`src/rtl/kes_pkg.sv`:
```
// ---------------------------------------------------------------------------
// Kepler solver package
// Shared widths, constants, state codes and output formatting.
// ---------------------------------------------------------------------------
`timescale 1ns / 1ps

package kes_pkg;

	// Internal values are signed Q30 carried in 40 bits
	localparam int W  = 40;
	localparam int MW = 35;          // multiplier operand width
	localparam int CW = 34;          // CORDIC x/y width
	localparam int CORDIC_N = 30;
	localparam int SQ_W = 62;
	localparam int DR_W = W + 9;     // divider remainder width

	localparam int ITERATION_CAP = 16;
	localparam int CNT_W = $clog2(ITERATION_CAP + 1);

	typedef logic signed [W-1:0]  val_t;
	typedef logic signed [MW-1:0] mop_t;
	typedef logic signed [CW-1:0] cval_t;

	localparam val_t Q_ONE     = 40'sd1073741824;
	localparam val_t Q_PI      = 40'sd3373259426;
	localparam val_t Q_TWO_PI  = 40'sd6746518852;
	localparam val_t Q_HALF_PI = 40'sd1686629713;
	localparam val_t E_LIMIT   = 40'sd17179869184;
	localparam val_t LIM_TWO   = 40'sd2147483648;
	localparam val_t LIM_WIDE  = 40'sd274877906944;
	localparam val_t Q824_MAX  = 40'sd2147483647;
	localparam val_t Q824_MIN  = -40'sd2147483648;
	localparam cval_t Q_CORDIC_GAIN = 34'sd652032874;
	localparam mop_t Q_C085    = 35'sd912680550;
	localparam mop_t Q_SIXTH   = 35'sd178956971;

	localparam logic [29:0] ATAN_TAB [CORDIC_N] = '{
		30'd843314857, 30'd497837829, 30'd263043837, 30'd133525159, 30'd67021687,
		30'd33543516, 30'd16775851, 30'd8388437, 30'd4194283, 30'd2097149,
		30'd1048576, 30'd524288, 30'd262144, 30'd131072, 30'd65536, 30'd32768,
		30'd16384, 30'd8192, 30'd4096, 30'd2048, 30'd1024, 30'd512, 30'd256,
		30'd128, 30'd64, 30'd32, 30'd16, 30'd8, 30'd4, 30'd2};

	localparam logic CFG_TOLERANCE  = 1'b0;
	localparam logic CFG_ITER_LIMIT = 1'b1;

	typedef enum logic [4:0] {
		ST_IDLE, ST_SC0, ST_E0, ST_SC, ST_EC, ST_NUM, ST_DIV1, ST_DEN1, ST_DIV2,
		ST_T1, ST_T2, ST_T3, ST_DEN2, ST_DIV3, ST_FSC, ST_FRAD, ST_FD0, ST_FVX,
		ST_FSQ, ST_FPY, ST_FVY, ST_FVYW, ST_OUT
	} kes_state_t;

	// Q30 -> Q8.24 with rounding and saturation
	function automatic logic signed [31:0] to_q824(input val_t v);
		val_t t;
		t = (v + val_t'(32)) >>> 6;
		if (t > Q824_MAX)
			t = Q824_MAX;
		else if (t < Q824_MIN)
			t = Q824_MIN;
		return t[31:0];
	endfunction

endpackage

```
`src/rtl/kes_sqrt.sv`:
```
// ---------------------------------------------------------------------------
// Kepler solver square root
// Digit-by-digit integer root of rad * 2^30, one result bit a cycle.
// ---------------------------------------------------------------------------
`timescale 1ns / 1ps

module kes_sqrt (
	input  logic        clk,
	input  logic        arst_n,
	input  logic        start,
	input  logic [30:0] rad,
	output logic        busy,
	output logic [30:0] root
);
	import kes_pkg::*;

	logic busy_q;
	logic [SQ_W-1:0] v_q, res_q, bitv, trial;
	logic [4:0] k_q;

	assign bitv  = SQ_W'(1) << {k_q, 1'b0};
	assign trial = res_q + bitv;

	always_ff @(posedge clk or negedge arst_n) begin
		if (!arst_n)
			busy_q <= 1'b0;
		else if (start)
			busy_q <= 1'b1;
		else if (busy_q && k_q == '0)
			busy_q <= 1'b0;
	end

	always_ff @(posedge clk) begin
		if (start) begin
			v_q   <= SQ_W'({rad, 30'd0});
			res_q <= '0;
			k_q   <= 5'd30;
		end else if (busy_q) begin
			if (v_q >= trial) begin
				v_q   <= v_q - trial;
				res_q <= (res_q >> 1) + bitv;
			end else begin
				res_q <= res_q >> 1;
			end
			k_q <= k_q - 5'd1;
		end
	end

	assign busy = busy_q;
	assign root = res_q[30:0];

endmodule

```
`config.mk`:
```
export PLATFORM = sky130hd
export DESIGN_NAME = kes_sqrt
export DESIGN_NICKNAME = d
export VERILOG_FILES = /design/src/rtl/kes_pkg.sv /design/src/rtl/kes_sqrt.sv
export SDC_FILE = /design/constraint.sdc
export NUM_CORES = 1
export LEC_CHECK = 0
export BUFFER_PORTS_ARGS = -buffer_cell sky130_fd_sc_hd__clkbuf_2
export CAP_MARGIN = 0
export CORE_MARGIN = 8
export CORE_UTILIZATION = 34
export DETAILED_ROUTE_END_ITERATION = 10
export PLACE_DENSITY = 0.52
export REMOVE_ABC_BUFFERS = 1
export SLEW_MARGIN = 40
export SYNTH_ARGS = -nofsm -noshare
export SYNTH_HDL_FRONTEND = slang
export SYNTH_SLANG_ARGS = --single-unit
export TNS_END_PERCENT = 20
```
`constraint.sdc`:
```
create_clock -name clk -period 9 [get_ports clk]
set_clock_uncertainty 0.2 [all_clocks]
set_input_delay 0.9 -clock clk [delete_from_list [all_inputs] [get_ports clk]]
set_output_delay 0.9 -clock clk [all_outputs]
set_load 0.005 [all_outputs]
```
==> flow_summary_export.csv <==
group,metric,value,unit
cts,root_buffer,"clkbuf_16",
placement,place_area,14700,um2
route,vias,13900,
power_and_ir_drop,p_seq_share,19.5,%
global_routing,overflow,0,
placement,io_buffers,65,
power_and_ir_drop,switching_share,49.1,%
die,coreArea,41900,um2
synthesis,syn-instance-count,1950,
min_path,min_path_cells,2,
critical_path,ff2ff_path_depth,26,
critical_path,crit_type,"reg -> reg",
timing,worst_pin_slew,0.773,ns
cts,hold_buffers,1,
cts,clock_latency,0.45,ns
critical_path,cp-end-kind,"flop",
power_and_ir_drop,p_clk_share,16.3,%
synthesis,yosysTopAreaCellShare,13.6,%
die,die_w,222,um
critical_path,required,8.97,ns
power_and_ir_drop,switchingPower,2350,uW
cts,cts.clk_slew.worst_paths,0.06,ns
synthesis,synth-async-reset-ratio,0.769,%
route,dr.pass1.iters,5,
die,num_rows,75,
cts,cts_made_buffers,17,
final_layout,drive_gt1_share,8.87,%
die,start_util,34.4,%
critical_path,cp_max_fo,26,
timing,slew_violations,0,
cts,cts_max_path_buffers,2,
power_and_ir_drop,p_comb_share,64.2,%
power_and_ir_drop,p_per_area,312,nW/um2
timing,fmax,130,MHz
cts,h-tree-depth,4,
critical_path,rrSetupSlack,1.30,ns
route,routedWlPerCell,18.8,um
synthesis,yosys_warnings,0,
synthesis,ys_seq_area_share,20.3,%
timing,finalSetupViolations,0,
die,die_h,222,um
critical_path,crit_top_cell,"o21ai_0",
global_routing,grt_pass1_wl,72.5,mm
timing,hold_violations,0,
die,die_area,49200,um2
route,drt-initial-drc-count,948,
global_routing,grt_pass1_vias,12800,
min_path,hold_class,"reg -> reg",
critical_path,cp_top_family,"compound AO/OA/AOI/OAI gates",
placement,dp_hpwl,35.2,mm
global_routing,antenna_found_initial,0,
critical_path,startpoint_type,"flop",
synthesis,avgSynthCellArea,7.38,um2
synthesis,synth_seq_cells,130,
final_layout,fin_area,15400,um2
power_and_ir_drop,p_leak,0.00585,uW
min_path,min-delay-start,"v_q[8]",
critical_path,cp_slowest_stage_delay,0.81,ns
final_layout,final_nets,2027,
power_and_ir_drop,intPower,2440,uW
route,drc_errors,0,
cts,post-cts-setup-buffer-count,0,
run,cap_violations,0,
global_routing,grt_max_degree,71,
global_routing,grt_util_all_layers,18.1,%
synthesis,synth_area,14400,um2
route,vias_per_cell,5.70,
critical_path,slowest_stage,"dfxtp_1",
cts,clock_sinks,130,
placement,place_congestion,0.880,
final_layout,syn_to_final_growth,6.83,%
die,pin_count,66,
timing,min_period,7.70,ns
status,outcome,"finished clean",
critical_path,cp_num_buf_inv,1,
timing,fin_crit_sh,85.6,%
min_path,hold_end,"v_q[8]",
synthesis,ys_types,97,
route,drtAntennaViolNets,0,
cts,cts_tree,"done",
synthesis,synth_top_area_cell,"dfxtp_1",
critical_path,r2r-start,"k_q[3]",
timing,rsz0062_at_grt,"no",
cts,cts_resized,0,
power_and_ir_drop,power,4790,uW
power_and_ir_drop,vdd_drop_max,0.208,mV
critical_path,arrival,7.68,ns
timing,relSlewSlack,48.0,%
critical_path,r2r_end,"v_q[60]",
timing,whs,0.259,ns
final_layout,diodes,0,
route,drt-total-wl,45.8,mm
synthesis,synth_edf_count,31,
synthesis,ys.flop_type,"dfxtp_1",
synthesis,synth.area.top_cells,"dfxtp_1 14%, ha_1 9.6%, edfxtp_1 6.5%",
==> worst reg2reg max path: stages (launching register included) <==
cell and delay (ns):
dfxtp_1 0.81, nand2b_1 0.31, nor3_1 0.13, ha_1 0.26, and2_1 0.16, maj3_1 0.37
a31o_2 0.30, a31oi_2 0.26, nor3b_1 0.08, or3_1 0.42, o21ai_2 0.21, o21bai_2 0.10
a31oi_1 0.28, o21a_2 0.23, xor2_1 0.30, ha_1 0.37, a21oi_1 0.19, o21ai_0 0.15
a21oi_1 0.17, o21ai_0 0.10, a31oi_1 0.23, o21ai_0 0.14, nor3_2 0.50, o21ai_4 0.16
nand2_2 0.43, buf_4 0.44, o31ai_1 0.13
==> synth_stat cells, types with 7 or more instances <==
master,n
inv_1,51
or3_1,24
a21o_1,33
o31a_1,7
a21boi_0,8
o22ai_1,9
nand3_1,40
o21a_1,9
clkbuf_1,104
nor3_1,26
nor4_1,9
edfxtp_1,31
a221oi_1,9
o21ai_1,11
ha_1,111
and3_1,11
xnor2_1,103
nand4_1,31
buf_4,36
a311oi_1,15
xor2_1,67
nand2b_1,24
dfxtp_1,98
a211oi_1,40
mux2i_1,11
buf_1,8
a31o_2,15
o21bai_1,36
a31oi_1,45
and2_1,16
o211ai_1,12
nand2_1,218
nor2b_1,20
o21ai_0,140
buf_2,12
nor2_1,196
a21oi_1,166
o31ai_1,18
==> metrics by stage <==
stage | setup TNS (ns) | instances | setup WS, ns | util [%]
after floorplan | -12.78 | 1786 | -0.403 | -
after global placement | 0 | 2400 | 1.50 | 35.1
after detailed placement | 0 | 2400 | 1.41 | 35.2
after CTS | 0 | 2433 | 1.39 | 36.7
after global routing | 0 | 2433 | 0.833 | 36.7
final | 0 | 2433 | 1.30 | 36.7
==> power by group through the flow <==
stage / clock network, uW / logic [uW] / registers (uW)
floorplan: 0 / 2240 / 888
global placement: 0 / 3030 / 942
detailed placement: 0 / 3040 / 939
CTS: 802 / 3060 / 934
global route: 826 / 3420 / 955
finish: 782 / 3080 / 937
==> layout make-up <==
type / count / area, um2
Fill cell: 4394 / 26500
Multi-Input combinational cell: 1604 / 10500
Sequential cell: 130 / 2920
Tap cell: 539 / 674
Clock buffer: 24 / 534
Timing Repair Buffer: 76 / 425
Inverter: 52 / 195
Clock inverter: 8 / 118
==> cell families after synthesis <==
logic type / Yosys count / synth area share, %
simple gates: 662 / 22.1
mux: 11 / 0.765
flops: 130 / 20.3
compound gates: 640 / 29.0
fa+ha+maj: 119 / 10.3
xor+xnor: 172 / 10.6
buf+inv: 216 / 6.88
==> metal layers <==
layer	global-route usage (%)	part of all wire, %	up-vias
met5	0	0	-
met4	4.55	1.5	0
met2	27.6	43	330
met1	26.4	51	6564
met3	2.16	4.6	34
li1	-	-	6951
==> sequential cells by signal (all words and copies together), names as in the netlist <==
name,flops
busy,1
k_q,5
res_q,62
v_q,62
==> worst max-delay path by stage <==
stage / start / endpoint / depth (start not counted)
global route: k_q[3] / v_q[6] / 28
floorplan: k_q[3] / v_q[30] / 26
finish: k_q[3] / v_q[60] / 26
CTS: k_q[3] / v_q[60] / 26
detailed placement: k_q[3] / v_q[60] / 26
global placement: k_q[3] / v_q[60] / 26
==> cells in the final DEF, fill, tap and decap left out, types with 24 or more instances in the layout <==
| cell | count |
|---|---|
| a211oi_1 | 40 |
| a21o_1 | 33 |
| a21oi_1 | 166 |
| a31oi_1 | 45 |
| clkbuf_2 | 64 |
| dfxtp_1 | 98 |
| edfxtp_1 | 31 |
| ha_1 | 111 |
| inv_1 | 51 |
| nand2_1 | 216 |
| nand2b_1 | 24 |
| nand3_1 | 40 |
| nand4_1 | 31 |
| nor2_1 | 196 |
| nor3_1 | 26 |
| o21ai_0 | 140 |
| o21bai_1 | 36 |
| or3_1 | 24 |
| xnor2_1 | 103 |
| xor2_1 | 67 |
Note: power is estimated with default switching activity, not from simulation.
