### src/rtl/kes_pkg.sv
// ---------------------------------------------------------------------------
// Kepler solver package
// Shared widths, constants, state codes and output formatting.
// ---------------------------------------------------------------------------
`timescale 1ns / 1ps

package kes_pkg;

	// Internal values are signed Q30 carried in 40 bits
	localparam int W  = 40;
	localparam int MW = 35;          // multiplier operand width
	localparam int CW = 34;          // CORDIC x/y width
	localparam int CORDIC_N = 30;
	localparam int SQ_W = 62;
	localparam int DR_W = W + 9;     // divider remainder width

	localparam int ITERATION_CAP = 16;
	localparam int CNT_W = $clog2(ITERATION_CAP + 1);

	typedef logic signed [W-1:0]  val_t;
	typedef logic signed [MW-1:0] mop_t;
	typedef logic signed [CW-1:0] cval_t;

	localparam val_t Q_ONE     = 40'sd1073741824;
	localparam val_t Q_PI      = 40'sd3373259426;
	localparam val_t Q_TWO_PI  = 40'sd6746518852;
	localparam val_t Q_HALF_PI = 40'sd1686629713;
	localparam val_t E_LIMIT   = 40'sd17179869184;
	localparam val_t LIM_TWO   = 40'sd2147483648;
	localparam val_t LIM_WIDE  = 40'sd274877906944;
	localparam val_t Q824_MAX  = 40'sd2147483647;
	localparam val_t Q824_MIN  = -40'sd2147483648;
	localparam cval_t Q_CORDIC_GAIN = 34'sd652032874;
	localparam mop_t Q_C085    = 35'sd912680550;
	localparam mop_t Q_SIXTH   = 35'sd178956971;

	localparam logic [29:0] ATAN_TAB [CORDIC_N] = '{
		30'd843314857, 30'd497837829, 30'd263043837, 30'd133525159, 30'd67021687,
		30'd33543516, 30'd16775851, 30'd8388437, 30'd4194283, 30'd2097149,
		30'd1048576, 30'd524288, 30'd262144, 30'd131072, 30'd65536, 30'd32768,
		30'd16384, 30'd8192, 30'd4096, 30'd2048, 30'd1024, 30'd512, 30'd256,
		30'd128, 30'd64, 30'd32, 30'd16, 30'd8, 30'd4, 30'd2};

	localparam logic CFG_TOLERANCE  = 1'b0;
	localparam logic CFG_ITER_LIMIT = 1'b1;

	typedef enum logic [4:0] {
		ST_IDLE, ST_SC0, ST_E0, ST_SC, ST_EC, ST_NUM, ST_DIV1, ST_DEN1, ST_DIV2,
		ST_T1, ST_T2, ST_T3, ST_DEN2, ST_DIV3, ST_FSC, ST_FRAD, ST_FD0, ST_FVX,
		ST_FSQ, ST_FPY, ST_FVY, ST_FVYW, ST_OUT
	} kes_state_t;

	// Q30 -> Q8.24 with rounding and saturation
	function automatic logic signed [31:0] to_q824(input val_t v);
		val_t t;
		t = (v + val_t'(32)) >>> 6;
		if (t > Q824_MAX)
			t = Q824_MAX;
		else if (t < Q824_MIN)
			t = Q824_MIN;
		return t[31:0];
	endfunction

endpackage

### src/rtl/kes_div.sv
// ---------------------------------------------------------------------------
// Kepler solver divider
// Signed Q30 quotient, restoring, one bit a cycle, saturating at +-2 or +-256.
// ---------------------------------------------------------------------------
`timescale 1ns / 1ps

module kes_div (
	input  logic          clk,
	input  logic          arst_n,
	input  logic          start,
	input  kes_pkg::val_t num,
	input  kes_pkg::val_t den,
	input  logic          wide,
	output logic          busy,
	output kes_pkg::val_t quot
);
	import kes_pkg::*;

	localparam logic [5:0] STEPS_WIDE = 6'd38;
	localparam logic [5:0] STEPS_TWO  = 6'd31;

	logic busy_q, neg_q;
	logic [DR_W-1:0] r_q, dd_q, r2, dshift, n_ext;
	logic [W-1:0] acc_q, acc_nxt, n_abs, d_abs;
	logic [5:0] cnt_q;
	logic ge;
	val_t lim, quot_q;

	assign n_abs  = num[W-1] ? -num : num;
	assign d_abs  = den[W-1] ? -den : den;
	assign n_ext  = DR_W'(n_abs);
	assign dshift = wide ? (DR_W'(d_abs) << 8) : (DR_W'(d_abs) << 1);
	assign lim    = wide ? LIM_WIDE : LIM_TWO;
	assign r2     = {r_q[DR_W-2:0], 1'b0};
	assign ge     = r2 >= dd_q;
	assign acc_nxt = {acc_q[W-2:0], ge};

	always_ff @(posedge clk or negedge arst_n) begin
		if (!arst_n)
			busy_q <= 1'b0;
		else if (start)
			busy_q <= (den != '0) && (n_ext < dshift);
		else if (busy_q && cnt_q == 6'd1)
			busy_q <= 1'b0;
	end

	always_ff @(posedge clk) begin
		if (start) begin
			neg_q <= num[W-1] ^ den[W-1];
			r_q   <= n_ext;
			dd_q  <= dshift;
			acc_q <= '0;
			cnt_q <= wide ? STEPS_WIDE : STEPS_TWO;
			if (den == '0)
				quot_q <= (num == '0) ? '0 : (num[W-1] ? -lim : lim);
			else if (n_ext >= dshift)
				quot_q <= (num[W-1] ^ den[W-1]) ? -lim : lim;
		end else if (busy_q) begin
			r_q   <= ge ? r2 - dd_q : r2;
			acc_q <= acc_nxt;
			cnt_q <= cnt_q - 6'd1;
			if (cnt_q == 6'd1)
				quot_q <= neg_q ? -val_t'(acc_nxt) : val_t'(acc_nxt);
		end
	end

	assign busy = busy_q;
	assign quot = quot_q;

endmodule

### config.mk
export PLATFORM = sky130hd
export DESIGN_NAME = kes_div
export DESIGN_NICKNAME = d
export VERILOG_FILES = /design/src/rtl/kes_pkg.sv /design/src/rtl/kes_div.sv
export SDC_FILE = /design/constraint.sdc
export NUM_CORES = 1
export LEC_CHECK = 0
export BUFFER_PORTS_ARGS = -buffer_cell sky130_fd_sc_hd__buf_2
export CAP_MARGIN = 20
export CORE_MARGIN = 8
export CORE_UTILIZATION = 45
export CTS_CLUSTER_SIZE = 28
export DETAILED_ROUTE_END_ITERATION = 7
export PLACE_DENSITY = 0.7
export SLEW_MARGIN = 0
export SYNTH_ARGS = -nofsm -noshare
export SYNTH_HDL_FRONTEND = slang
export SYNTH_SLANG_ARGS = --single-unit
### constraint.sdc
create_clock -name clk -period 15.7 [get_ports clk]
set_input_delay 2.355 -clock clk [delete_from_list [all_inputs] [get_ports clk]]
set_output_delay 2.355 -clock clk [all_outputs]
set_load 0.01 [all_outputs]
==> impl_metrics.toml, run 1 <==
[synth]
synth_xor_area_frac = 0.09132
synth.avg_cell_area_um2 = 8.601
synth_flop_cell = "edfxtp_1"
synth_edf_count = 134
ys_seq_area_frac = 0.3564
synth_top_family_by_area = "simple AND/OR/NAND/NOR gates"
synth.area.mux_share = 0.04539
synth_compound_area_frac = 0.1819
synth_seq_cells = 182
synth_cell_type_count = 75
synth_cells = 1628
synthArstFlopShare = 0.005495
synthSimpleGateAreaFrac = 0.1930
yosys_warnings = 0
synth_nets = 1804
synthAdderAreaFrac = 0.08275
syn_area_um2 = 14000

[timing]
grt_setup_unrepaired = "no"
fin_skew_ns = 0.01239
finalSetupTns_ns = 0
hold_violations = 0
maxSlewViolCount = 0
maxSlewHeadroom = 0.4486
fmaxAchievable_ghz = 0.1437
setup_viol = 0
period_share = 0.4431
period_minus_slack_ns = 6.957
worstMarginPinSlew_ns = 0.8272
whs_ns = 0.5142

[flow_run]
drv_cap = 0

[layout]
drive_gt1_frac = 0.1214
mostFrequentLayoutCells = "nor2_1, nand2_1, edfxtp_1"
n_antenna_cell = 0
post-route-cell-area_um2 = 15590
area_delta_synth_final_pct = 11.35
layout_commonest_cell = "nor2_1"
fin_cells = 2117
nNetsFinal = 1884
utilization = 0.5097

[pwr]
p_per_area_nw_per_um2 = 103.9
peakVddDrop_mv = 0.08796
cellLeakagePower_nw = 6.584

[worst_setup_path]
cp_slowest_cell = "or4_1"
crit_fanout = 40
setup.worst_path.end_class = "flop"
cp_num_buf_inv = 2
slowest_delay_ns = 0.59
critPathKind = "in2reg"
crit_required_ns = 15.78
cpLargestDelayFamily = "simple AND/OR/NAND/NOR gates"
cp.arrival_ns = 7.03
startpoint_type = "input pin"
critical_path.cell_chain = "buf_2 > or4_1 > or4_1 > or2_2 > or3_1 > o41ai_1 > xnor2_1 > ha_1 > nand4_1 > nor2_1 > nand4_1 > nor3_1 > nand3_1 > a211oi_4 > buf_4"

[clock_tree]
cts-root-buf = "clkbuf_16"
postCtsSetupRepairBufs = 0
cts.clk_slew.worst_paths_ns = 0.07
cts_max_path_buffers = 2
worstSkewPairLatency_ns = 0.44
cts_resized = 0
clock-sinks = 182
ctsHoldBuffers = 0
numCtsBuffers = 17
cts_max_level = 4
cts_tree = "yes"

[placement]
dp_hpwl_mm = 29.96
gp_congestion = 0.9593
numPortBuffers = 124
post_dp_cell_area_um2 = 14940
dpl.cell_count = 2085

[grt]
grt_pass1_vias = 11590
grt_start_max_net_pins = 85
antenna_found_initial = 2
grt_pass1_wl_mm = 62.18
grt_util_all_layers = 0.2079
grt_remaining_overflow = 0

[floorplan]
coreArea_um2 = 30590
dieArea_um2 = 37020
placementRows = 64
die_h_um = 192.4
fp.dieW_um = 192.4
start_util = 0.4577
ios = 125

[route]
drc_errors = 0
wl_per_cell_um = 18.30
dr.pass1.iters = 5
vias = 12400
vias_per_cell = 5.857
drt-initial-drc-count = 1070
drt_wl_total_mm = 38.74
ant_nets = 0

[status]
status = "completed"

[worst_hold_path]
min_path_type = "reg2reg"
cells in the mapped netlist (all sizes together) (7+ instances only):
cell    number  area share
o31a         8      0.0050
nor3        27       0.010
a21o         8      0.0043
xnor2       68       0.043
nand3       28       0.010
nor2b       16      0.0071
nand2      163       0.044
clkbuf      63       0.017
inv        107       0.029
o21a        27       0.014
mux2        12      0.0097
nand2b      20      0.0089
buf         12      0.0034
or4         18       0.010
o211ai      14      0.0075
o31ai       34       0.019
a21oi       93       0.033
mux2i       50       0.036
nor4         8      0.0036
xor2        78       0.049
nor2       182       0.049
and2         7      0.0031
and3        11      0.0049
dfxtp       47       0.067
o21ai      114       0.041
o41ai       23       0.015
edfxtp     134        0.29
or3         28       0.014
ha          91       0.081
or2         16      0.0071
a31oi       21      0.0094
nand4       29       0.013
path summary, 6_finish.rpt:
kind	to	depth (start not counted)	start	slack [ns]
setup / recovery	quot[24]	15	num[8]	8.74
setup reg to reg	quot[36]	17	dd_q[3]	10.51
max in group asynchronous	busy	1	arst_n	13.93
hold / removal	r_q[46]	2	r_q[46]	0.51
min in group asynchronous	busy	1	arst_n	1.67
hold reg to reg	r_q[46]	2	r_q[46]	0.51
metrics by stage:
| step | setup WS (ns) | total power [mW] |
|---|---|---|
| floorplan | 6.530 | 0.9945 |
| global placement | 8.529 | 1.138 |
| detailed placement | 8.317 | 1.147 |
| CTS | 8.775 | 1.620 |
| global route | 8.304 | 1.706 |
| finish | 8.743 | 1.621 |
cell type report:
class	instances	area, µm²
well taps	396	495.5
flip-flops and latches	182	4991
clock buffers	18	450.4
clock inverters	14	200.2
repair buffers	136	713.2
fillers	2877	15000
inverters	108	405.4
multi-input cells	1263	8335
sequential cells by signal, summed over array words and instances, names as in the netlist:
register,flops
neg_q,1
quot,40
r_q,48
cnt_q,6
busy,1
dd_q,47
acc_q,39
power by group:
part | internal, mW | leakage (nW) | switching (mW)
logic | 0.211 | 4.56 | 0.351
registers | 0.569 | 1.70 | 0.0194
clock network | 0.268 | 0.321 | 0.202
per-layer routing:
metal | GRT usage | routed length (µm) | vias up
li1 | - | - | 6050
met5 | 0 | 21 | -
met1 | 0.3093 | 19020 | 5864
met2 | 0.3027 | 16420 | 443
met4 | 0.05229 | 617 | 4
met3 | 0.04048 | 2667 | 38
worst min-delay path, delay by kind of cell (launching register included):
| kind | cells | cell delay [ns] |
|---|---|---|
| flip-flops | 1 | 0.36 |
| AO/OA/AOI/OAI | 2 | 0.12 |
kinds of logic (layout without fill, tap and decap cells):
group                      after synthesis  count (layout)
and+or+nand+nor                        567             567
DFF                                    182             182
xor gates and xnor gates               146             146
buffers and inverters                  183             276
adders and majority gates               92              92
AOI/OAI and AO/OA                      396             396
muxes                                   62              62
Power figures use the tool's default switching activity.
==> run 2: changes to the inputs <==
- PLACE_DENSITY: 0.7 -> 0.72
- clock period: 15.7 -> 6.1 ns (I/O delays scaled with it)
==> impl_metrics.toml, run 2 (synthesis gave the netlist of run 1 again) <==
[floorplan]
dieArea_um2 = 37020
fp.dieW_um = 192.4
start_util = 0.4577
ios = 125
placementRows = 64
coreArea_um2 = 30590
die_h_um = 192.4

[clock_tree]
clock-sinks = 182
postCtsSetupRepairBufs = 0
numCtsBuffers = 17
ctsHoldBuffers = 0
cts_tree = "yes"
cts_max_path_buffers = 2
cts-root-buf = "clkbuf_16"
cts_max_level = 4
worstSkewPairLatency_ns = 0.45
cts_resized = 0
cts.clk_slew.worst_paths_ns = 0.07

[grt]
grt_start_max_net_pins = 88
grt_util_all_layers = 0.2096
grt_remaining_overflow = 0
grt_pass1_vias = 12060
antenna_found_initial = 0
grt_pass1_wl_mm = 63.20

[status]
status = "completed"

[route]
vias_per_cell = 5.861
drt-initial-drc-count = 1347
dr.pass1.iters = 7
ant_nets = 0
wl_per_cell_um = 18.54
wl_met3_mm = 2.683
drt_wl_total_mm = 39.34
highest_layer = "met4"
drc_errors = 0
m1WireLength_mm = 17.71
wl_met2_mm = 18.07
vias = 12440

[placement]
dp_hpwl_mm = 29.95
gp_congestion = 0.9804
numPortBuffers = 124

[layout]
n_antenna_cell = 0
nNetsFinal = 1889
largest_reg_flops = 48
area_delta_synth_final_pct = 11.50
layout_commonest_cell = "nor2_1"
top_register = "r_q"
drive_gt1_frac = 0.1240
utilization = 0.5104
mostFrequentLayoutCells = "nor2_1, nand2_1, edfxtp_1"

[worst_setup_path]
rrSetupSlack_ns = 0.89
startpoint_type = "input pin"
critPathKind = "in2reg"
reg2reg_from = "dd_q[42]"
crit_required_ns = 6.23
crit_fanout = 40
setup.worst_path.end_class = "flop"
cp.arrival_ns = 5.50
ff2ff_path_depth = 17
r2r-end = "quot[38]"

[timing]
maxSlewViolCount = 0
grt_setup_unrepaired = "no"
period_minus_slack_ns = 5.370
maxSlewHeadroom = 0.3098
worstMarginPinSlew_ns = 1.032
hold_violations = 0
setup_viol = 0
finalSetupTns_ns = 0
period_share = 0.8804
fmaxAchievable_ghz = 0.1862
fin_skew_ns = 0.01768

[worst_hold_path]
min_path_type = "in2async"

[pwr]
combinationalPowerShare = 0.351
cellLeakagePower_nw = 6.591
peakVddDrop_mv = 0.2298
p_seq_frac = 0.372
p_int_mw = 2.571
p_clk_frac = 0.277
power_switching_mw = 1.509
swShare = 0.3699
p_per_area_nw_per_um2 = 261.3

[flow_run]
drv_cap = 0
## run 2: cell count changes in the layout (fill, tap and decap cells not counted), sizes merged
cell | before | now
bufinv | 3 | 0
clkbuf | 18 | 17
inv | 114 | 113
clkinv | 5 | 10
buf | 136 | 141
## run 2: cell type report
type                       instances  area, µm²
fill                            2905      14980
inverter                         108      405.4
sequential                       182       4991
multi-input combinational       1263       8335
tap                              396      495.5
timing repair buffer             141      767.0
clock inverter                    15      192.7
clock buffer                      17      425.4
## run 2: how the worst max path moves through the flow
| stage | from | to | slack (ns) |
|---|---|---|---|
| after global placement | num[8] | quot[0] | 0.43 |
| after CTS | num[8] | quot[0] | 0.74 |
| final | num[8] | quot[32] | 0.73 |
| after global routing | num[4] | quot[7] | 0.49 |
| after detailed placement | num[8] | quot[0] | 0.27 |
| after floorplan | num[8] | quot[0] | 0.29 |
## run 2: power by group through the flow
| stage | combinational [mW] | sequential, mW | clock [mW] |
|---|---|---|---|
| floorplan | 1.02 | 1.54 | 0 |
| global placement | 1.38 | 1.54 | 0 |
| detailed placement | 1.40 | 1.54 | 0 |
| CTS | 1.41 | 1.52 | 1.15 |
| global route | 1.58 | 1.53 | 1.19 |
| finish | 1.43 | 1.52 | 1.13 |
## run 2: metal layers
layer,up-vias,track usage
met5,-,0
li1,6059,-
met3,72,0.03126
met2,492,0.3407
met1,5814,0.2844
met4,0,0.06345
## run 2: per-stage QoR
step | setup WS [ns] | cell area, µm² | total power [mW] | hold slack, ns | instances
2_1_floorplan | 0.2911 | 14010 | 2.560 | 0.4640 | 1628
3_3_place_gp | 0.4272 | 14990 | 2.918 | 0.4967 | 2090
3_5_place_dp | 0.2707 | 14990 | 2.940 | 0.5032 | 2090
4_1_cts | 0.7426 | 15610 | 4.074 | 0.2248 | 2122
5_1_grt | 0.4941 | 15610 | 4.300 | 0.2234 | 2122
6_report | 0.7295 | 15610 | 4.079 | 0.2366 | 2122
## run 2: critical path, stage by stage
cell      delay [ns]
buf_2           0.11
or4_1           0.58
or4_1           0.58
or2_2           0.36
or3_1           0.43
o41ai_1         0.42
xnor2_1         0.15
ha_1            0.31
nand4_1         0.09
nor2_1          0.25
nand4_1         0.17
nor3_1          0.32
nand3_1         0.19
a211oi_4        0.31
buf_12          0.25
