`config.mk`:
```
export PLATFORM = sky130hd
export DESIGN_NAME = kes_cordic
export DESIGN_NICKNAME = d
export VERILOG_FILES = /design/src/rtl/kes_pkg.sv /design/src/rtl/kes_cordic.sv
export SDC_FILE = /design/constraint.sdc
export NUM_CORES = 1
export LEC_CHECK = 0
export BUFFER_PORTS_ARGS = -buffer_cell sky130_fd_sc_hd__buf_2
export CORE_MARGIN = 2
export CORE_UTILIZATION = 55
export DETAILED_ROUTE_END_ITERATION = 8
export PLACE_DENSITY = 0.73
export SETUP_SLACK_MARGIN = 0.05
export SLEW_MARGIN = 20
export SYNTH_ARGS = -nofsm -noshare
export SYNTH_HDL_FRONTEND = slang
export SYNTH_SLANG_ARGS = --single-unit
```
`constraint.sdc`:
```
create_clock -name clk -period 8.4 [get_ports clk]
set_input_delay 1.26 -clock clk [delete_from_list [all_inputs] [get_ports clk]]
set_output_delay 1.26 -clock clk [all_outputs]
set_load 0.01 [all_outputs]
```
`src/rtl/kes_pkg.sv`:
```
// ---------------------------------------------------------------------------
// Kepler solver package
// Shared widths, constants, state codes and output formatting.
// ---------------------------------------------------------------------------
`timescale 1ns / 1ps

package kes_pkg;

	// Internal values are signed Q30 carried in 40 bits
	localparam int W  = 40;
	localparam int MW = 35;          // multiplier operand width
	localparam int CW = 34;          // CORDIC x/y width
	localparam int CORDIC_N = 30;
	localparam int SQ_W = 62;
	localparam int DR_W = W + 9;     // divider remainder width

	localparam int ITERATION_CAP = 16;
	localparam int CNT_W = $clog2(ITERATION_CAP + 1);

	typedef logic signed [W-1:0]  val_t;
	typedef logic signed [MW-1:0] mop_t;
	typedef logic signed [CW-1:0] cval_t;

	localparam val_t Q_ONE     = 40'sd1073741824;
	localparam val_t Q_PI      = 40'sd3373259426;
	localparam val_t Q_TWO_PI  = 40'sd6746518852;
	localparam val_t Q_HALF_PI = 40'sd1686629713;
	localparam val_t E_LIMIT   = 40'sd17179869184;
	localparam val_t LIM_TWO   = 40'sd2147483648;
	localparam val_t LIM_WIDE  = 40'sd274877906944;
	localparam val_t Q824_MAX  = 40'sd2147483647;
	localparam val_t Q824_MIN  = -40'sd2147483648;
	localparam cval_t Q_CORDIC_GAIN = 34'sd652032874;
	localparam mop_t Q_C085    = 35'sd912680550;
	localparam mop_t Q_SIXTH   = 35'sd178956971;

	localparam logic [29:0] ATAN_TAB [CORDIC_N] = '{
		30'd843314857, 30'd497837829, 30'd263043837, 30'd133525159, 30'd67021687,
		30'd33543516, 30'd16775851, 30'd8388437, 30'd4194283, 30'd2097149,
		30'd1048576, 30'd524288, 30'd262144, 30'd131072, 30'd65536, 30'd32768,
		30'd16384, 30'd8192, 30'd4096, 30'd2048, 30'd1024, 30'd512, 30'd256,
		30'd128, 30'd64, 30'd32, 30'd16, 30'd8, 30'd4, 30'd2};

	localparam logic CFG_TOLERANCE  = 1'b0;
	localparam logic CFG_ITER_LIMIT = 1'b1;

	typedef enum logic [4:0] {
		ST_IDLE, ST_SC0, ST_E0, ST_SC, ST_EC, ST_NUM, ST_DIV1, ST_DEN1, ST_DIV2,
		ST_T1, ST_T2, ST_T3, ST_DEN2, ST_DIV3, ST_FSC, ST_FRAD, ST_FD0, ST_FVX,
		ST_FSQ, ST_FPY, ST_FVY, ST_FVYW, ST_OUT
	} kes_state_t;

	// Q30 -> Q8.24 with rounding and saturation
	function automatic logic signed [31:0] to_q824(input val_t v);
		val_t t;
		t = (v + val_t'(32)) >>> 6;
		if (t > Q824_MAX)
			t = Q824_MAX;
		else if (t < Q824_MIN)
			t = Q824_MIN;
		return t[31:0];
	endfunction

endpackage

```
`src/rtl/kes_cordic.sv`:
```
// ---------------------------------------------------------------------------
// Kepler solver sin/cos unit
// Range reduction one step a cycle, then a 30-step rotation CORDIC.
// ---------------------------------------------------------------------------
`timescale 1ns / 1ps

module kes_cordic (
	input  logic          clk,
	input  logic          arst_n,
	input  logic          start,
	input  kes_pkg::val_t ang,
	output logic          busy,
	output kes_pkg::cval_t sin_o,
	output kes_pkg::cval_t cos_o
);
	import kes_pkg::*;

	logic busy_q, red_q, flip_q;
	val_t r_q;
	cval_t x_q, y_q;
	logic [4:0] i_q;
	val_t at;

	assign at = val_t'({1'b0, ATAN_TAB[i_q]});

	always_ff @(posedge clk or negedge arst_n) begin
		if (!arst_n) begin
			busy_q <= 1'b0;
			red_q  <= 1'b0;
		end else if (start) begin
			busy_q <= 1'b1;
			red_q  <= 1'b1;
		end else if (busy_q && red_q) begin
			if (r_q <= Q_PI && r_q >= -Q_PI)
				red_q <= 1'b0;
		end else if (busy_q && i_q == 5'(CORDIC_N - 1)) begin
			busy_q <= 1'b0;
		end
	end

	always_ff @(posedge clk) begin
		if (start) begin
			r_q    <= ang;
			x_q    <= Q_CORDIC_GAIN;
			y_q    <= '0;
			flip_q <= 1'b0;
			i_q    <= '0;
		end else if (busy_q && red_q) begin
			if (r_q > Q_PI)
				r_q <= r_q - Q_TWO_PI;
			else if (r_q < -Q_PI)
				r_q <= r_q + Q_TWO_PI;
			else if (r_q > Q_HALF_PI) begin
				r_q    <= Q_PI - r_q;
				flip_q <= 1'b1;
			end else if (r_q < -Q_HALF_PI) begin
				r_q    <= -Q_PI - r_q;
				flip_q <= 1'b1;
			end
		end else if (busy_q) begin
			if (!r_q[W-1]) begin
				x_q <= x_q - (y_q >>> i_q);
				y_q <= y_q + (x_q >>> i_q);
				r_q <= r_q - at;
			end else begin
				x_q <= x_q + (y_q >>> i_q);
				y_q <= y_q - (x_q >>> i_q);
				r_q <= r_q + at;
			end
			i_q <= i_q + 5'd1;
		end
	end

	assign busy  = busy_q;
	assign sin_o = y_q;
	assign cos_o = flip_q ? -x_q : x_q;

endmodule

```
==> results of run 1 <==
## Yosys cell counts, drive strengths merged (13+ instances only)
cell,instances
a31oi,70
o21ai,186
o21bai,17
o22ai,31
a21oi,264
a21boi,14
o311ai,15
xnor2,157
a211o,15
a21o,56
or4,18
or3,22
o211ai,40
a211oi,38
o221ai,17
nor3,49
or2,17
mux4,72
nand2b,37
o31ai,24
a221oi,15
nor2,226
mux2i,68
edfxtp,40
nand2,315
nor4,19
and3,24
nor2b,37
o31a,13
ha,126
a22oi,24
o21a,31
nand4,27
buf,79
nand3,54
dfxtp,74
and2,21
inv,71
mux2,31
clkbuf,140
xor2,85
## through the flow
stage,utilization,hold WS (ps)
after detailed placement,0.5720,560.4
final,0.5874,529.0
after CTS,0.5874,508.0
after global routing,0.5874,528.9
after floorplan,-,475.9
after global placement,0.5720,532.2
## power groups by stage
stage                     clock [mW]  sequential (mW)  combinational, mW
after floorplan                    0             1.11               7.15
after global placement             0             1.63               8.88
after detailed placement           0             1.64               9.02
after CTS                      0.786             1.63               9.10
after global routing           0.804             1.71               10.2
final                          0.779             1.69               9.36
## worst max-delay path, delay by kind of cell, from the launching register on
family | cells | cell delay (ps)
xor+xnor | 1 | 190
compound gates | 9 | 2400
flops | 1 | 760
buf+inv | 1 | 520
fa+ha+maj | 2 | 620
simple gates | 7 | 1960
mux | 3 | 900
## cells by family after synthesis
logic type,after synthesis,share of synthesized area
XOR/XNOR,242,0.09895
multiplexers,171,0.1245
flip-flops,116,0.1276
AO/OA/AOI/OAI,988,0.3056
adder cells (fa/ha/maj),129,0.07641
AND/OR/NAND/NOR,908,0.2050
buffers and inverters,291,0.06192
## final cells by class
class                   count  area share
multi-input cells        2438      0.7688
flip-flops and latches    116      0.1214
repair buffers            162     0.04320
well taps                 518     0.02862
clock buffers              18     0.01895
inverters                  72     0.01193
clock inverters            14    0.007127
## how the worst max path moves through the flow
stage                                  end  slack, ps  depth (start not counted)
finish              sin_o[33]$_SDFFE_PP0P_        880                         23
global route        sin_o[33]$_SDFFE_PP0P_        350                         23
CTS                 sin_o[33]$_SDFFE_PP0P_       1000                         23
detailed placement  sin_o[33]$_SDFFE_PP0P_       1060                         23
global placement    sin_o[33]$_SDFFE_PP0P_       1250                         23
floorplan                r_q[36]$_DFFE_PP_       1910                         27
## state kept, by name, indices dropped and copies added (netlist names)
| register | cells |
|---|---|
| x_q | 34 |
| r_q | 40 |
| sin_o | 34 |
| red_q | 1 |
| busy | 1 |
| i_q | 5 |
| flip_q | 1 |
## routing by layer
layer | part of all wire | vias to the layer above | track usage
li1 | - | 10630 | -
met1 | 0.37 | 11300 | 0.5230
met2 | 0.45 | 1665 | 0.6989
met3 | 0.10 | 432 | 0.07953
met4 | 0.079 | 2 | 0.3125
met5 | 0.00012 | - | 0
==> summary.txt, run 1 <==
STA
  – Final Hold Violating Endpoints: 0
  – Highest Clock Rate: 0.1330 GHz
  – Fin worst setup slack: 882.3 ps
  – Worst slew pin tran: 1218 ps
  – Worst Clk Skew: 15.71 ps
  – Setup TNS: 0 ps
  – Min Clock Period, post-route: 7518 ps
  – Tcrit/Tclk final: 0.8950
  – Max-slew violation count: 0
  – RSZ-0062 raised after global routing: no
  – Slew headroom: 0.1851
  – # setup viols final: 0

Worst setup path
  – Crit-path max cell delay: 760 ps
  – Startpoint types: flop
  – R2R Path End: sin_o[33]$_SDFFE_PP0P_
  – Crit Path Category: reg2reg
  – Worst r2r src: i_q[1]$_SDFFE_PP0P_
  – Nature of the critical path endpoint: flop
  – Worst EP required: 8790 ps
  – Crit. Startpoint: i_q[1]$_SDFFE_PP0P_
  – CP max FO: 48
  – Worst EP arrival: 7910 ps
  – Reg2reg path depth: 23
  – Worst path slowest cell: dfxtp_4
  – R2r setup slk: 880 ps
  – Worst path cell trace: buf_4 > mux2_2 > a222oi_1 > nor2_1 > a211oi_1 > ha_1 > and4_1 > nor4b_1 > and3_1 > a21oi_1 > xor2_1 > ha_1 > and4_1 > and3_1 > a21o_1 > a2111oi_0 > nand4_1 > a31o_2 > a21oi_1 > o211ai_1 > a31o_2 > mux2i_1 > mux2_1

Clock network
  – CTS Hold Bufs: 0
  – Clk root buf: clkbuf_16
  – CTS Sinks: 116
  – H-tree levels: 4
  – CTS Buffer Depth: 2
  – Resized Gates After CTS: 0
  – # Post-CTS Setup Buffers: 0
  – Clk_lat worst skew: 510 ps
  – Clock buffer count from CTS: 17
  – Clock transition at path regs: 60 ps
  – TritonCTS clock tree: built

Synth
  – Distinct cells, synth: 114
  – Ranking of synthesized cells by area: mux4_2, ha_1, dfxtp_1, xnor2_1, a21oi_1
  – Synth top area share: 0.07465
  – Synth Warn #: 0
  – Synth Flop Type: dfxtp_1
  – Syn_nets: 3017
  – Sequential area share after synthesis: 0.1276
  – Mean Syn Cell Area: 7.529 um2
  – Number of synthesized flops with an enable pin: 40
  – Seq cells post-synth: 116
  – FFs w/ async S/R, synth: 0.01724
  – Synth area leader: mux4_2
  – Mapped Cells: 2845
  – Synthesized area: 0.02142 mm2

Layout
  – Finished Layout Cells: 3338
  – Area of the multi-input gates: 0.01741 mm2
  – Antenna Cells: 0
  – # fillers: 3663
  – Most frequent cells in the layout: nand2_1, a21oi_1, nor2_1, o21ai_0, xnor2_1
  – Commonest non-fill, non-tap cell in the layout: nand2_1
  – Share of cells above drive strength 1: 0.1266
  – Nets@finish: 2979
  – Area delta synth->final: 5.730%
  – Register area: 0.002749 mm2
  – Final instance area: 0.02265 mm2

Pwr
  – VDD IR max: 0.4777 mV
  – Sequential share of power: 0.143
  – P_leak: 8.772 nW
  – Pwr Total: 11.83 mW
  – Combinational cell fraction of total power: 0.791
  – Switching power: 6.702 mW
  – Switching Fraction: 0.5664
  – P per Cell Area: 522.5 mW/mm2
  – Clock power share: 0.066
  – Pint: 5.130 mW

Floorplanning
  – Die height: 201.3 um
  – Rows: 72
  – DIE AREA: 0.04054 mm2
  – # IOs: 112
  – Core region area: 0.03856 mm2
  – Die X: 201.3 um
  – Initial core utilization: 0.5555

Place
  – Dpl cells: 3306
  – DP HPWL: 66550 um
  – Post-Place Worst Slack: 1065 ps
  – Area after DPL: 0.02206 mm2
  – PortBufs: 111
  – Gpl congestion: 1.059

Flow run
  – Max-Cap Viols: 0

Outcome
  – Status: completed

Route
  – Initial DRC count: 2814
  – Routed vias/inst: 7.199
  – Total wire length: 89720 um
  – Post-route DRC violation count: 0
  – Via count: 24030
  – First-pass iteration count of the detailed router: 6
  – Antenna Nets Post-Route: 0
  – WL/cell: 26.88 um

Min path
  – Hold Path Class: in2async

Global routing
  – GRT Resource Usage Total: 0.4345
  – Initial antenna violation count: 1
  – First-pass GRT wire length: 136200 um
  – Largest net degree at the start of global routing: 66
  – Vias in the first global route: 22690
  – Grt ovf: 0
No activity file was read; power rests on OpenSTA's default activity.
==> inputs of run 2 (changes only) <==
--- a/config.mk
+++ b/config.mk
@@ -6,10 +6,14 @@
 export NUM_CORES = 1
 export LEC_CHECK = 0
 export BUFFER_PORTS_ARGS = -buffer_cell sky130_fd_sc_hd__buf_2
+export CELL_PAD_IN_SITES_DETAIL_PLACEMENT = 0
+export CELL_PAD_IN_SITES_GLOBAL_PLACEMENT = 1
 export CORE_MARGIN = 2
-export CORE_UTILIZATION = 55
+export CORE_UTILIZATION = 48
 export DETAILED_ROUTE_END_ITERATION = 8
-export PLACE_DENSITY = 0.73
+export GPL_TIMING_DRIVEN = 0
+export PLACE_DENSITY_LB_ADDON = 0.1
+export REMOVE_ABC_BUFFERS = 1
 export SETUP_SLACK_MARGIN = 0.05
 export SLEW_MARGIN = 20
 export SYNTH_ARGS = -nofsm -noshare
==> run 2 against run 1 <==
Via count down 4.4%; fmax decreased by 4.6%; hold slack worse by 17 ps; global-route usage shrank 8.6 points; final cell count is 1.5% higher; die area grew 14%.
==> summary.txt, run 2 (synthesized netlist as in run 1, its figures left out) <==
Min path
  – Hold Path Class: reg2reg

Pwr
  – P per Cell Area: 500.1 mW/mm2 (-4.3%)
  – VDD IR max: 0.2520 mV (-47%)
  – P_leak: 8.795 nW (+0.27%)

Worst setup path
  – Worst EP arrival: 8270 ps (+360 ps)
  – Crit Path Category: reg2reg
  – Nature of the critical path endpoint: flop
  – Startpoint types: flop
  – Worst EP required: 8790 ps (about the same)
  – CP max FO: 59 (+23%)

Layout
  – Share of cells above drive strength 1: 0.1220 (-0.004592)
  – Commonest non-fill, non-tap cell in the layout: nand2_1
  – Area delta synth->final: 7.010%
  – Finished Layout Cells: 3387 (+1.5%)
  – Antenna Cells: 0 (unchanged)
  – Nets@finish: 2954 (-0.84%)
  – Most frequent cells in the layout: nand2_1, a21oi_1, nor2_1, o21ai_0, xnor2_1
  – Final core occ: 0.5195 (-0.06791)
  – Max reg flops: 40 (unchanged)
  – Largest Register: r_q
  – # fillers: 4425 (+21%)

STA
  – Max-slew violation count: 0 (unchanged)
  – # setup viols final: 0 (unchanged)
  – Worst Clk Skew: 14.47 ps (-1.244 ps)
  – Worst slew pin tran: 1252 ps (+33.68 ps)
  – Min Clock Period, post-route: 7884 ps (+366.1 ps)
  – Setup TNS: 0 ps (unchanged)
  – Highest Clock Rate: 0.1268 GHz (-4.6%)
  – Final Hold Slack: 512.4 ps (-16.66 ps)
  – RSZ-0062 raised after global routing: no
  – Tcrit/Tclk final: 0.9385 (+0.04358)
  – Final Hold Violating Endpoints: 0 (unchanged)
  – Slew headroom: 0.1638 (-0.02126)

Floorplanning
  – Core region area: 0.04412 mm2 (+14%)
  – Rows: 77 (+6.9%)
  – # IOs: 112 (unchanged)
  – Initial core utilization: 0.4854 (-0.07010)
  – DIE AREA: 0.04633 mm2 (+14%)
  – Die height: 215.2 um (+6.9%)
  – Die X: 215.2 um (+6.9%)

Global routing
  – First-pass GRT wire length: 126400 um (-7.2%)
  – Largest net degree at the start of global routing: 76 (+15%)
  – Grt ovf: 0 (unchanged)
  – Vias in the first global route: 21520 (-5.1%)
  – GRT Resource Usage Total: 0.3485 (-0.08604)
  – Initial antenna violation count: 0 (-1)

Place
  – Gpl congestion: 0.9933 (-6.2%)
  – Dpl cells: 3354 (+1.5%)
  – PortBufs: 111 (unchanged)
  – DP HPWL: 61220 um (-8.0%)

Clock network
  – CTS Hold Bufs: 0 (unchanged)
  – Clk_lat worst skew: 510 ps (about the same)
  – TritonCTS clock tree: built
  – Clock transition at path regs: 60 ps (about the same)
  – Clock buffer count from CTS: 17 (unchanged)
  – Clk root buf: clkbuf_16
  – H-tree levels: 4 (unchanged)
  – CTS Buffer Depth: 2 (unchanged)
  – CTS Sinks: 116 (unchanged)

Route
  – Post-route DRC violation count: 0 (unchanged)
  – WL/cell: 24.40 um (-9.2%)
  – Antenna Nets Post-Route: 0 (unchanged)
  – First-pass iteration count of the detailed router: 6 (unchanged)
  – Total wire length: 82640 um (-7.9%)
  – Via count: 22980 (-4.4%)
  – Initial DRC count: 2804 (-0.36%)
  – Routed vias/inst: 6.786 (-5.7%)

Flow run
  – Max-Cap Viols: 0 (unchanged)

Outcome
  – Status: completed
run 2: layout make-up:
cell class	instances	area (um2)	area share
Tap cell	592	740.7	0.03232
Timing Repair Buffer	137	1112	0.04853
Sequential cell	116	2753	0.1201
Clock inverter	9	72.57	0.003166
Multi-Input combinational cell	2438	17460	0.7618
Clock buffer	23	510.5	0.02227
Inverter	72	271.5	0.01185
run 2: routing by layer:
metal | vias up | track usage | wire length (um)
li1 | 10600 | - | -
met2 | 1161 | 0.5657 | 38160
met5 | - | 0 | 0
met3 | 257 | 0.06100 | 6433
met1 | 10960 | 0.4352 | 33010
met4 | 0 | 0.2009 | 5027
run 2: path summary, 6_finish.rpt:
path                                     start                      to  slack (ps)  cells past startpoint
max                        i_q[2]$_SDFFE_PP0P_  sin_o[33]$_SDFFE_PP0P_         520                     23
min                        x_q[0]$_SDFFE_PP0P_     x_q[0]$_SDFFE_PP0P_         510                      2
max reg2reg                i_q[2]$_SDFFE_PP0P_  sin_o[33]$_SDFFE_PP0P_         520                     23
min reg2reg                x_q[0]$_SDFFE_PP0P_     x_q[0]$_SDFFE_PP0P_         510                      2
max in group asynchronous               arst_n        busy$_DFFE_PN0P_        7730                      1
min in group asynchronous               arst_n       red_q$_DFFE_PN0P_         550                      1
run 2: power by group:
group	internal [mW]	switching [mW]
Clock	0.451	0.320
Sequential	0.846	0.941
Combinational	3.84	5.07
Total	5.13	6.33
run 2: critical path: stages (launching register included):
cell,delay (ps)
dfxtp_4,780
buf_16,330
mux4_2,580
mux2i_1,310
mux2i_1,350
a211oi_1,410
ha_1,250
and4_1,230
nor4b_1,460
and3_1,340
a21oi_1,100
xor2_1,150
ha_1,370
and4_1,260
and3_1,210
a21o_1,170
a2111oi_0,490
nand4_1,260
a31o_2,310
a21oi_1,250
o211ai_1,140
a31o_2,220
mux2i_1,370
mux2_1,360
run 2: repair_timing:
action	in CTS	in global routing
setup buffers	0	1
setup endpoints to repair	1	6
gates resized for setup	1	1
run 2: per-stage QoR:
| stage | setup slack [ps] | cell area, um2 | total power, mW |
|---|---|---|---|
| after floorplan | -1568 | 20360 | 8.134 |
| after global placement | -5176 | 21660 | 10.36 |
| after detailed placement | -163.2 | 22300 | 10.46 |
| after CTS | 175.3 | 22890 | 11.30 |
| after global routing | 77.91 | 22920 | 12.44 |
| final | 516.2 | 22920 | 11.46 |
